**config.mk**
```make
export PLATFORM = sky130hd
export DESIGN_NAME = d2p_div_cell
export DESIGN_NICKNAME = d
export VERILOG_FILES = /design/src/rtl/d2p_pkg.sv /design/src/rtl/d2p_div_cell.sv
export SDC_FILE = /design/constraint.sdc
export NUM_CORES = 1
export LEC_CHECK = 0
export BUFFER_PORTS_ARGS = -buffer_cell sky130_fd_sc_hd__buf_2
export CORE_AREA = 2 2 331 333
export DETAILED_ROUTE_END_ITERATION = 12
export DIE_AREA = 0 0 333 335
export GPL_ROUTABILITY_DRIVEN = 0
export GPL_TIMING_DRIVEN = 0
export PLACE_DENSITY = 0.55
export SETUP_SLACK_MARGIN = 0.05
export SLEW_MARGIN = 0
export SYNTH_ARGS = -nofsm -noshare
export SYNTH_HDL_FRONTEND = slang
export SYNTH_SLANG_ARGS = --single-unit
```
**constraint.sdc**
```tcl
create_clock -name clk_i -period 0.8 [get_ports clk_i]
set_input_delay 0.16 -clock clk_i [delete_from_list [all_inputs] [get_ports clk_i]]
set_output_delay 0.16 -clock clk_i [all_outputs]
set_load 0.03 [all_outputs]
```
**src/rtl/d2p_pkg.sv**
```systemverilog
// ----------------------------------------------------------------------------
// d2p_pkg
// Types and constants shared by the reprojection pipeline.
// ----------------------------------------------------------------------------
package d2p_pkg;

  // Divisor width: the depth divisor is 2 * D * 2^12 with D below 2^32.
  localparam int unsigned MW = 45;
  // Quotient bits produced by the divider row; larger values saturate.
  localparam int unsigned QW = 31;
  localparam int unsigned LANES = 3;

  typedef enum logic [2:0] {
    CFG_FOCAL_NORM      = 3'd0,
    CFG_BASELINE        = 3'd1,
    CFG_DISPARITY_SCALE = 3'd2,
    CFG_IMAGE_WIDTH     = 3'd3,
    CFG_IMAGE_HEIGHT    = 3'd4,
    CFG_BIG_ENDIAN      = 3'd5
  } cfg_idx_e;

  localparam logic [23:0] FOCAL_NORM_RST      = 24'd1048576;
  localparam logic [23:0] BASELINE_RST        = 24'd1090519;
  localparam logic [15:0] DISPARITY_SCALE_RST = 16'd4096;
  localparam logic [11:0] IMAGE_WIDTH_RST     = 12'd640;
  localparam logic [11:0] IMAGE_HEIGHT_RST    = 12'd480;

  // Per-pixel flags that ride along with the division.
  typedef struct packed {
    logic valid;
    logic rend;
    logic fend;
    logic negx;
    logic negy;
    logic ovx;
    logic ovy;
    logic ovz;
  } side_t;

endpackage

```
**src/rtl/d2p_div_cell.sv**
```systemverilog
// ----------------------------------------------------------------------------
// d2p_div_cell
// One restoring-division step for the three coordinate lanes.
// ----------------------------------------------------------------------------
module d2p_div_cell #(
  parameter int unsigned RW    = 62,
  parameter int unsigned SHIFT = 0
) (
  input  logic                                       clk_i,
  input  logic                                       rst_ni,
  input  logic                                       en_i,
  input  logic                                       vld_i,
  input  d2p_pkg::side_t                             side_i,
  input  logic [d2p_pkg::LANES-1:0][RW-1:0]          rem_i,
  input  logic [d2p_pkg::LANES-1:0][d2p_pkg::MW-1:0] den_i,
  input  logic [d2p_pkg::LANES-1:0][d2p_pkg::QW-1:0] quo_i,
  output logic                                       vld_o,
  output d2p_pkg::side_t                             side_o,
  output logic [d2p_pkg::LANES-1:0][RW-1:0]          rem_o,
  output logic [d2p_pkg::LANES-1:0][d2p_pkg::MW-1:0] den_o,
  output logic [d2p_pkg::LANES-1:0][d2p_pkg::QW-1:0] quo_o
);

  logic [d2p_pkg::LANES-1:0][RW-1:0]          rem_d;
  logic [d2p_pkg::LANES-1:0][d2p_pkg::QW-1:0] quo_d;

  always_comb begin
    for (int l = 0; l < d2p_pkg::LANES; l++) begin
      quo_d[l] = quo_i[l];
      // The shifted divisor has zero low bits, so compare the high part only.
      if ((rem_i[l] >> SHIFT) >= RW'(den_i[l])) begin
        rem_d[l]        = rem_i[l] - (RW'(den_i[l]) << SHIFT);
        quo_d[l][SHIFT] = 1'b1;
      end else begin
        rem_d[l] = rem_i[l];
      end
    end
  end

  always_ff @(posedge clk_i or negedge rst_ni) begin
    if (!rst_ni) begin
      vld_o <= 1'b0;
    end else if (en_i) begin
      vld_o <= vld_i;
    end
  end

  always_ff @(posedge clk_i) begin
    if (en_i) begin
      side_o <= side_i;
      rem_o  <= rem_d;
      den_o  <= den_i;
      quo_o  <= quo_d;
    end
  end

endmodule

```
# Word level (Yosys, flattened, before mapping)
# Cells that the tools add are included.
# W data, S select, Z words.
[word_totals]
register_bits = 423
output_inout_bits = 423
elab_cells = 30
inputBits = 426
[classes]
add_sub_neg = 3
muxes = 3
order_cmp = 3
[ops]
columns = ["operator", "count"]
rows = [
  ["$ge A62 B45 Y1", 3],
  ["$mux W62", 3],
  ["$sub A62 B45 Y62", 3],
]

# Logic depth before layout (Yosys ltp)
# Gate-level depths: netlist (run 1).
[logic_depth]
word_depth = 2
mapped_depth = 15
ltp_nobuf = 13

# Worst setup path after synthesis (run 1)
# OpenSTA, ideal clock, no wires.
[synth_path]
kind = "input -> register"
startpoint = "in rem_i[0] (netlist name)"
endpoint = "reg rem_o[1] (netlist name), data pin"
required_ns = 0.540
setup_slack_ns = -2.438
cell_stages = 14
path_buffers = 2
setup_ns = 0.260
t_arrival_ns = 2.978
cell_sequence = "inv_1 -> ha_1 -> inv_1 -> fa_1 -> a21oi_1 -> o211ai_1 -> a21oi_1 -> a31oi_1 -> a31o_2 -> o32a_1 -> nor2_1 -> buf_2 -> buf_4 -> mux2_2"
[synth_lines]
columns = ["element", "line", "text"]
rows = [
  ["start, declared", "d2p_div_cell.sv:14", "input logic [d2p_pkg::LANES-1:0][RW-1:0] rem_i,"],
  ["end signal, assigned", "d2p_div_cell.sv:51", "rem_o <= rem_d;"],
  ["end, declared", "d2p_div_cell.sv:19", "output logic [d2p_pkg::LANES-1:0][RW-1:0] rem_o,"],
]

==> reports/results.txt, run 1 <==
TritonCTS created 53 clock buffers. The total clock sinks came out at 423. After synthesis the netlist holds a flip-flop and latch count of 423. The average detailed-routed wire length per instance is 22.4 um. Global-route wire length before repair: 160 mm. In the final layout, the share of cells above drive strength 1 is 43.8%. The detailed router placed 24500 vias in this run. Average cell area after synthesis: 10.8 um2. The finished layout cell area is 44500 um2, and the worst max-slew margin expressed relative to the limit is 35.4%. Synthesis produced a netlist with a net count of 2804. For the finished layout, the period the worst path requires is 2.80 ns.

The via count of the first global-routing pass came out at 24900. The element type at the critical path end is a register. The worst path setup slack after routing was -2.00 ns; the proportion of netlist area held by the largest area contributor was 52.3%. The slew at the pin closest to its max-slew limit was 0.959 ns; the overall routed net length was 116 mm. In this run the count of I/O pins placed on the die edge is 849. The async set-reset flop share out of synthesis came out at 0.236%. VDD sags by at most 1.69 mV.

The tools report the total count of hold-check failures in the final report as 86. Ranked by total cell area, the synthesized netlist is headed by sky130_fd_sc_hd__edfxtp_1 52%, sky130_fd_sc_hd__ha_1 7.0%, sky130_fd_sc_hd__a21oi_1 3.9%. The completed layout was analyzed and its total power is 80900 uW. TritonCTS built the clock tree.

The synthesized design contains 422 enable-type register cells. Total DRC errors in the routed layout: 0. The tools report the worst reg2reg path endpoint as vld_o. The net total in the final layout was 4279. STA classifies the critical path startpoint as an input pin.

The analysis attributes to cell leakage a power of 0.0183 uW. Once placement finished, the instance area stood at 31100 um2. The starting density of the core came out at 22.4%. The combined global-route utilization of all metal layers is 19.1%, and the fraction of the yosys area taken by sequential cells is 52.4%. Detailed placement ended at an HPWL of 82.8 mm.

After floorplanning, the core was sized to cover 108000 um2. The die is 333 um wide. The tools report the start of the worst register-to-register path as vld_o. For the final database, setup skew stands at 0 ns.

The run gives 5182 as the post-route non-filler standard cell count. The tools report the initial antenna violation count as 39. Hold path startpoint: den_i[0].

STA puts the critical path data required time at 1.17 ns. The floorplan step set the die height to 335 um. The path with the worst hold slack has its endpoint at den_o[0]. Number of nets with antenna violations after detailed routing: 0. The source-to-sink clock delay at the later pin of the worst-skew pair is 0.63 ns. For this block, the initial DRC count from the detailed router was 1622. The Yosys step of the flow raised 0 warnings. Entering global routing, the biggest net connects 121 pins. The logs give 2 for the deepest level of the CTS H-tree and 0 for the max capacitance violation total.

The number of cells on the worst reg-to-reg path was 1; the depth of the worst hold-timing path was 1. Dividing the detail-routed via count by the number of cells gives 4.73. For the post-route core utilization, the log shows 41.2%. The type of the most critical hold path was in2reg.

The longest clock path from root to sink contains 3 buffers. The number of input and output port buffers inserted was 843. In the synthesized netlist, the number of instances is 2240. The largest total area in the synthesized netlist belongs to sky130_fd_sc_hd__edfxtp_1.

For this run the aggregate overflow at the end of global routing stands at 0. Setup repair after global routing could not meet its margin everywhere. The tree is rooted in a sky130_fd_sc_hd__clkbuf_16. The clock transition at the registers of the reported paths was 0.06 ns; the max-slew violation total from the final report was 0.

For this run, the top clock speed supported by timing is 357 MHz. The layout-stage area growth over the synthesis result came out at 83.8%. Data arrives at the worst endpoint at 3.17 ns.

The mapped netlist covers 24200 um2. The checks that failed: hold timing, setup timing. The category of the critical setup timing path is in2reg.

Setup slack on the worst reg-to-reg path comes out at 0.03 ns. Setup violations remaining at the end of the flow were counted as 612. Along the worst path, the maximum fanout reaches 3. Leading register cell type out of synthesis: sky130_fd_sc_hd__edfxtp_1.

The full die area was 112000 um2; the power density over the cells was 1820 nW/um2. The placement row count is 121. The flow ran to the end, but the final reports show violations. The worst hold margin was -0.249 ns; the unique cell type count in the Yosys netlist was 81. The pre-antenna-repair detailed-routing pass consisted of 6 iterations.

The number of placed instances, taps included, is 4500. In the finished design, the share of the clock period the worst path needs comes to 351%.
==> kinds of logic after synthesis <==
| group | after synthesis | synth area share, % |
|---|---|---|
| buf+inv | 262 | 4.31 |
| mux | 53 | 2.48 |
| fa+ha+maj | 138 | 7.22 |
| xor+xnor | 170 | 6.15 |
| compound gates | 576 | 14.8 |
| simple gates | 618 | 12.6 |
| flops | 423 | 52.4 |
==> metal layers <==
layer	share of wire [%]	up-vias	GRT usage [%]
met3	8.1	292	5.86
met1	34	11900	19.2
met5	0.26	-	0
li1	-	11300	-
met4	6.1	48	10.4
met2	51	1051	35.0
==> timing repair <==
item | 4_1_cts | 5_1_grt
gates resized for setup | 1128 | 597
pin swaps | 154 | 104
endpoints found under the hold margin | 419 | 91
setup buffers | 125 | 60
cloned | 11 | 12
setup endpoints to repair | 951 | 951
hold buffers | 414 | 2
==> power by group <==
part           switching, uW  total [uW]  internal, uW
clock                  10400       25200         14700
combinational          15000       27100         12200
sequential              1180       28600         27400
total                  26600       80900         54300
==> worst max-delay path by stage <==
stage / endpoint / start / depth (start not counted) / slack [ns]
after detailed placement: rem_o[165] / den_i[134] / 14 / -3.66
after global placement: vld_o / en_i / 2 / -7.83
final: rem_o[52] / rem_i[0] / 17 / -2.00
after floorplan: rem_o[1] / rem_i[0] / 14 / -2.16
after CTS: rem_o[1] / rem_i[0] / 15 / -1.87
after global routing: rem_o[52] / den_i[15] / 15 / -2.01
==> area by class of cell <==
cell class | instances | area, um2
diodes | 9 | 22.5
plain buffers | 55 | 646
clock buffers | 68 | 1400
clock inverters | 31 | 378
fillers | 10000 | 63600
inverters | 172 | 711
multi-input cells | 1555 | 13400
flip-flops and latches | 423 | 12700
well taps | 1414 | 1770
repair buffers | 1455 | 13500
==> synthesized netlist by cell type, types with 49 or more instances <==
master	count
sky130_fd_sc_hd__clkbuf_1	71
sky130_fd_sc_hd__nand2_1	194
sky130_fd_sc_hd__nand3_1	50
sky130_fd_sc_hd__mux2_2	49
sky130_fd_sc_hd__o21ai_0	135
sky130_fd_sc_hd__inv_1	172
sky130_fd_sc_hd__edfxtp_1	422
sky130_fd_sc_hd__a21o_1	72
sky130_fd_sc_hd__nor2_1	131
sky130_fd_sc_hd__ha_1	135
sky130_fd_sc_hd__a21oi_1	190
sky130_fd_sc_hd__nand4_1	52
sky130_fd_sc_hd__xnor2_1	88
sky130_fd_sc_hd__xor2_1	82
==> worst max-delay path: stages <==
cell                       delay (ns)
sky130_fd_sc_hd__buf_12          0.11
sky130_fd_sc_hd__inv_12          0.04
sky130_fd_sc_hd__ha_4            0.11
sky130_fd_sc_hd__inv_2           0.03
sky130_fd_sc_hd__fa_2            0.35
sky130_fd_sc_hd__a21oi_2         0.17
sky130_fd_sc_hd__o211ai_1        0.14
sky130_fd_sc_hd__a21oi_2         0.27
sky130_fd_sc_hd__a31oi_4         0.15
sky130_fd_sc_hd__a31o_4          0.28
sky130_fd_sc_hd__o32a_1          0.43
sky130_fd_sc_hd__buf_6           0.16
sky130_fd_sc_hd__buf_6           0.11
sky130_fd_sc_hd__o211ai_1        0.25
sky130_fd_sc_hd__buf_4           0.18
sky130_fd_sc_hd__nor4_2          0.05
sky130_fd_sc_hd__xor2_1          0.18
==> state kept, by name, indices dropped and copies added (netlist names) <==
name / count
side_o: 8
quo_o: 93
den_o: 135
vld_o: 1
rem_o: 186
==> per-stage QoR <==
stage                     setup slack (ns)  TNS (ns)
after global placement               -7.83  -3660.19
after floorplan                      -2.16   -350.59
after detailed placement             -3.66   -915.45
after CTS                            -1.87   -645.30
final                                -2.00   -565.47
after global routing                 -2.01   -598.27
==> cell usage in the layout (no fill, tap or decap), types with 21 or more instances in the layout <==
cell type / Yosys / layout
sky130_fd_sc_hd__ha_4: 0 / 36
sky130_fd_sc_hd__xor2_1: 82 / 75
sky130_fd_sc_hd__o21bai_1: 28 / 26
sky130_fd_sc_hd__nand2_1: 194 / 151
sky130_fd_sc_hd__buf_12: 0 / 34
sky130_fd_sc_hd__a21oi_1: 190 / 138
sky130_fd_sc_hd__nor3_1: 36 / 21
sky130_fd_sc_hd__nand2_2: 0 / 32
sky130_fd_sc_hd__nand3_1: 50 / 41
sky130_fd_sc_hd__nand4_1: 52 / 52
sky130_fd_sc_hd__clkbuf_1: 71 / 33
sky130_fd_sc_hd__buf_2: 9 / 388
sky130_fd_sc_hd__clkbuf_16: 0 / 68
sky130_fd_sc_hd__inv_1: 172 / 146
sky130_fd_sc_hd__buf_6: 5 / 475
sky130_fd_sc_hd__ha_1: 135 / 80
sky130_fd_sc_hd__dlygate4sd3_1: 0 / 416
sky130_fd_sc_hd__buf_4: 3 / 128
sky130_fd_sc_hd__o21ai_0: 135 / 62
sky130_fd_sc_hd__a21oi_2: 2 / 45
sky130_fd_sc_hd__o21ai_2: 0 / 46
sky130_fd_sc_hd__xnor2_1: 88 / 78
sky130_fd_sc_hd__a21o_1: 72 / 69
sky130_fd_sc_hd__nand2b_1: 25 / 24
sky130_fd_sc_hd__mux2_2: 49 / 33
sky130_fd_sc_hd__nor2_1: 131 / 90
sky130_fd_sc_hd__edfxtp_1: 422 / 422
sky130_fd_sc_hd__nor2_4: 0 / 28
No activity file was read; power rests on OpenSTA's default activity.
==> inputs of run 2 (changes only) <==
Settings changed: CELL_PAD_IN_SITES_DETAIL_PLACEMENT set to 1, CELL_PAD_IN_SITES_GLOBAL_PLACEMENT set to 1, CORE_AREA 2 2 331 333 to 2 2 327 329, DIE_AREA 0 0 333 335 to 0 0 329 331, PLACE_DENSITY 0.55 to 0.66.
==> reports/results.txt, run 2 (synthesis gave the netlist of run 1 again) <==
The worst pin sits at a relative slew slack of 28.4%. The average detailed-routed wire length per instance works out to 23.9 um. After routing, the total negative slack on setup checks comes to -722.13 ns.

The filler cell count in the final layout is 11700, and the shortest clock period the worst path allows after layout is 2.71 ns. The flow ran to the end, but the final reports show violations. For this design the top-level I/O count stands at 849. Entering global routing, the biggest net connects 120 pins. In the finished design, the share of the clock period the worst path needs comes to 338%. The type of the most critical hold path was in2reg.

Worst hold margin: -0.289 ns. The deepest level of the CTS H-tree was 2; the slew at the pin closest to its max-slew limit was 1.06 ns. The category of the critical setup timing path is in2reg. Clock latency on the worst-skew pair, taken at its later pin, is 0.64 ns. Leaving out fill and tap cells, the most frequent cells in the layout are 812 x sky130_fd_sc_hd__buf_2, 422 x sky130_fd_sc_hd__edfxtp_1, 418 x sky130_fd_sc_hd__dlygate4sd3_1. The total count of hold-check failures in the final report was 3; the full die area was 109000 um2. For this block, the via count after detailed routing is 24800. The run gives 7 as the length of the first detailed-routing pass in iterations. At the placement stage, the worst setup path has a slack of -3.60 ns. The power density over the cells is 1870 nW/um2.

The die extent in y works out to 331 um. The cell sitting at the root of the clock tree is a sky130_fd_sc_hd__clkbuf_16. In this run the tool buffered the top-level ports with 843 buffer cells. The overall routed net length was 123 mm; the overall die width was 329 um. The maximum fanout along the worst path is 4. The worst register-to-register path begins at vld_o.

The clock transition at the registers of the reported paths is 0.08 ns. After detailed routing, the number of vias per cell comes to 4.82. The critical-path cell with the highest stage delay was sky130_fd_sc_hd__o31ai_4.

The tools report the setup slack of the most critical reg-to-reg path as -0.02 ns. The final reports fail on hold timing, setup timing. Initial antenna violation count: 28. Global routing finished with a remaining overflow of 0. The total met2 wirelength after detailed routing was 62.6 mm. Tracing the worst setup path back leads to its startpoint at rem_i[62].

The tools report the placeable core area as 105000 um2. The signal on the critical path passes through buf_12 > inv_12 > ha_4 > inv_2 > fa_2 > a21o_1 > a221oi_4 > o211ai_1 > buf_4 > a31oi_4 > o31ai_4 > buf_6 > a311oi_4 > nor3_2 > o211ai_1 > xnor2_1. In this run, the number of DRC markers left after iteration 0 of detailed routing was 1288. TritonCTS built the clock tree. The uppermost layer routed was met5. In the final layout, the registers with the most flip-flops are rem_o: 186 flops, den_o: 135 flops, quo_o: 93 flops.

The starting density of the core is 23.1%, and the number of buffers added by the clock tree synthesis step is 52. The run gives 172 mm as the global-route wire length before repair. The total power was 77600 uW.

Max-cap violations in this run came to 0. Setup repair after global routing could not meet its margin everywhere. The worst path setup slack after routing was -1.91 ns.

Derived from the worst setup path, the maximum achievable clock frequency is 369 MHz. For the worst setup path, the data arrival time is 3.09 ns. STA puts the critical path data required time at 1.18 ns. The tools report the element type at the critical path end as a register.

The combined global-route utilization of all metal layers was 20.9%. rem_o holds more flip-flops than any other register. The most critical setup path has its endpoint at rem_o[114]. Net total in the final layout: 4255. The share of layout cells above drive strength 1 is 44.0%. The placement row count was 119. The stage delay of the slowest cell on the critical path came out at 0.47 ns. The tools report the clock skew after layout as 0 ns. The peak ir drop on the vdd network came out at 1.66 mV. The tools report the worst-case clock buffer depth as 3. The logs give 26300 for the via count of the first global-routing pass and 423 for the total clock sinks. Setup violations remaining at the end of the flow were counted as 946. The count of nets left with antenna violations once routing finished came out at 0.

After detailed routing, the number of remaining DRC violations is 0. The flip-flop count of the largest register, all copies and words added is 186, and the post-route core utilization is 39.6%. The analysis attributes to cell leakage a power of 0.0173 uW.

The library cell used most frequently in the layout, excluding fill and tap cells, is sky130_fd_sc_hd__buf_2. The HPWL after detailed placement is 84.4 mm. Relative to the synthesized area, the layout overhead comes to 71.7%. Cell type with the highest occurrence count on the critical path: sky130_fd_sc_hd__o211ai_1.

The met3 layer wire length in the routed design is 7.58 mm. The max-slew violation total from the final report was 0. The number of cells on the worst reg-to-reg path is 1, and the length of routed wiring on met1 is 46.4 mm. The worst reg2reg path endpoint is vld_o.

Critical path startpoint category: an input pin.
run 2: layer usage:
metal	vias to the layer above	track usage [%]
met2	938	38.0
met4	26	8.59
met1	12300	23.5
met3	259	4.62
met5	-	0
li1	11200	-
run 2: final cells by class:
cell class | instances | area (um2) | area share [%]
Multi-Input combinational cell | 1555 | 13500 | 32.4
Sequential cell | 423 | 12700 | 30.5
Timing Repair Buffer | 1435 | 10500 | 25.3
Tap cell | 1391 | 1740 | 4.19
Clock buffer | 58 | 1320 | 3.18
Inverter | 172 | 717 | 1.72
Buffer | 52 | 656 | 1.58
Clock inverter | 40 | 425 | 1.02
Antenna cell | 12 | 30.0 | 0.0722
run 2: repair_timing:
| item | in CTS | in global routing |
|---|---|---|
| hold buffers | 415 | 3 |
| buffers inserted | 104 | 61 |
| pin swaps | 129 | 103 |
| cloned | 8 | 6 |
| resized for setup | 434 | 316 |
| endpoints found under the setup margin | 946 | 946 |
| endpoints found under the hold margin | 419 | 6 |
run 2: worst max-delay path: cells and delay by family:
kind | cells | cell delay (ns)
simple gates | 1 | 0.35
buf+inv | 5 | 0.56
fa+ha+maj | 2 | 0.33
compound gates | 7 | 1.44
xor+xnor | 1 | 0.23
run 2: how the worst min path moves through the flow:
stage                     cells after the start  startpoint  slack (ns)        end
final                                         1   den_i[90]       -0.29  den_o[90]
after CTS                                     1   den_i[90]       -0.31  den_o[90]
after global placement                        1      rst_ni       -0.06      vld_o
after floorplan                               0      rst_ni       -0.14      vld_o
after detailed placement                      1      rst_ni       -0.06      vld_o
after global routing                          1   den_i[90]       -0.34  den_o[90]
run 2: through the flow:
stage	instance area, um2	instances
3_3_place_gp	30900	4474
3_5_place_dp	31000	4478
6_report	41600	5138
5_1_grt	41600	5135
4_1_cts	39700	5091
2_1_floorplan	25000	2240
run 2: power breakdown:
| part | internal (uW) | leakage (uW) | switching (uW) |
|---|---|---|---|
| sequential | 27400 | 0.00414 | 785 |
| combinational | 9440 | 0.0123 | 15300 |
| clock | 13800 | 0.000824 | 10900 |
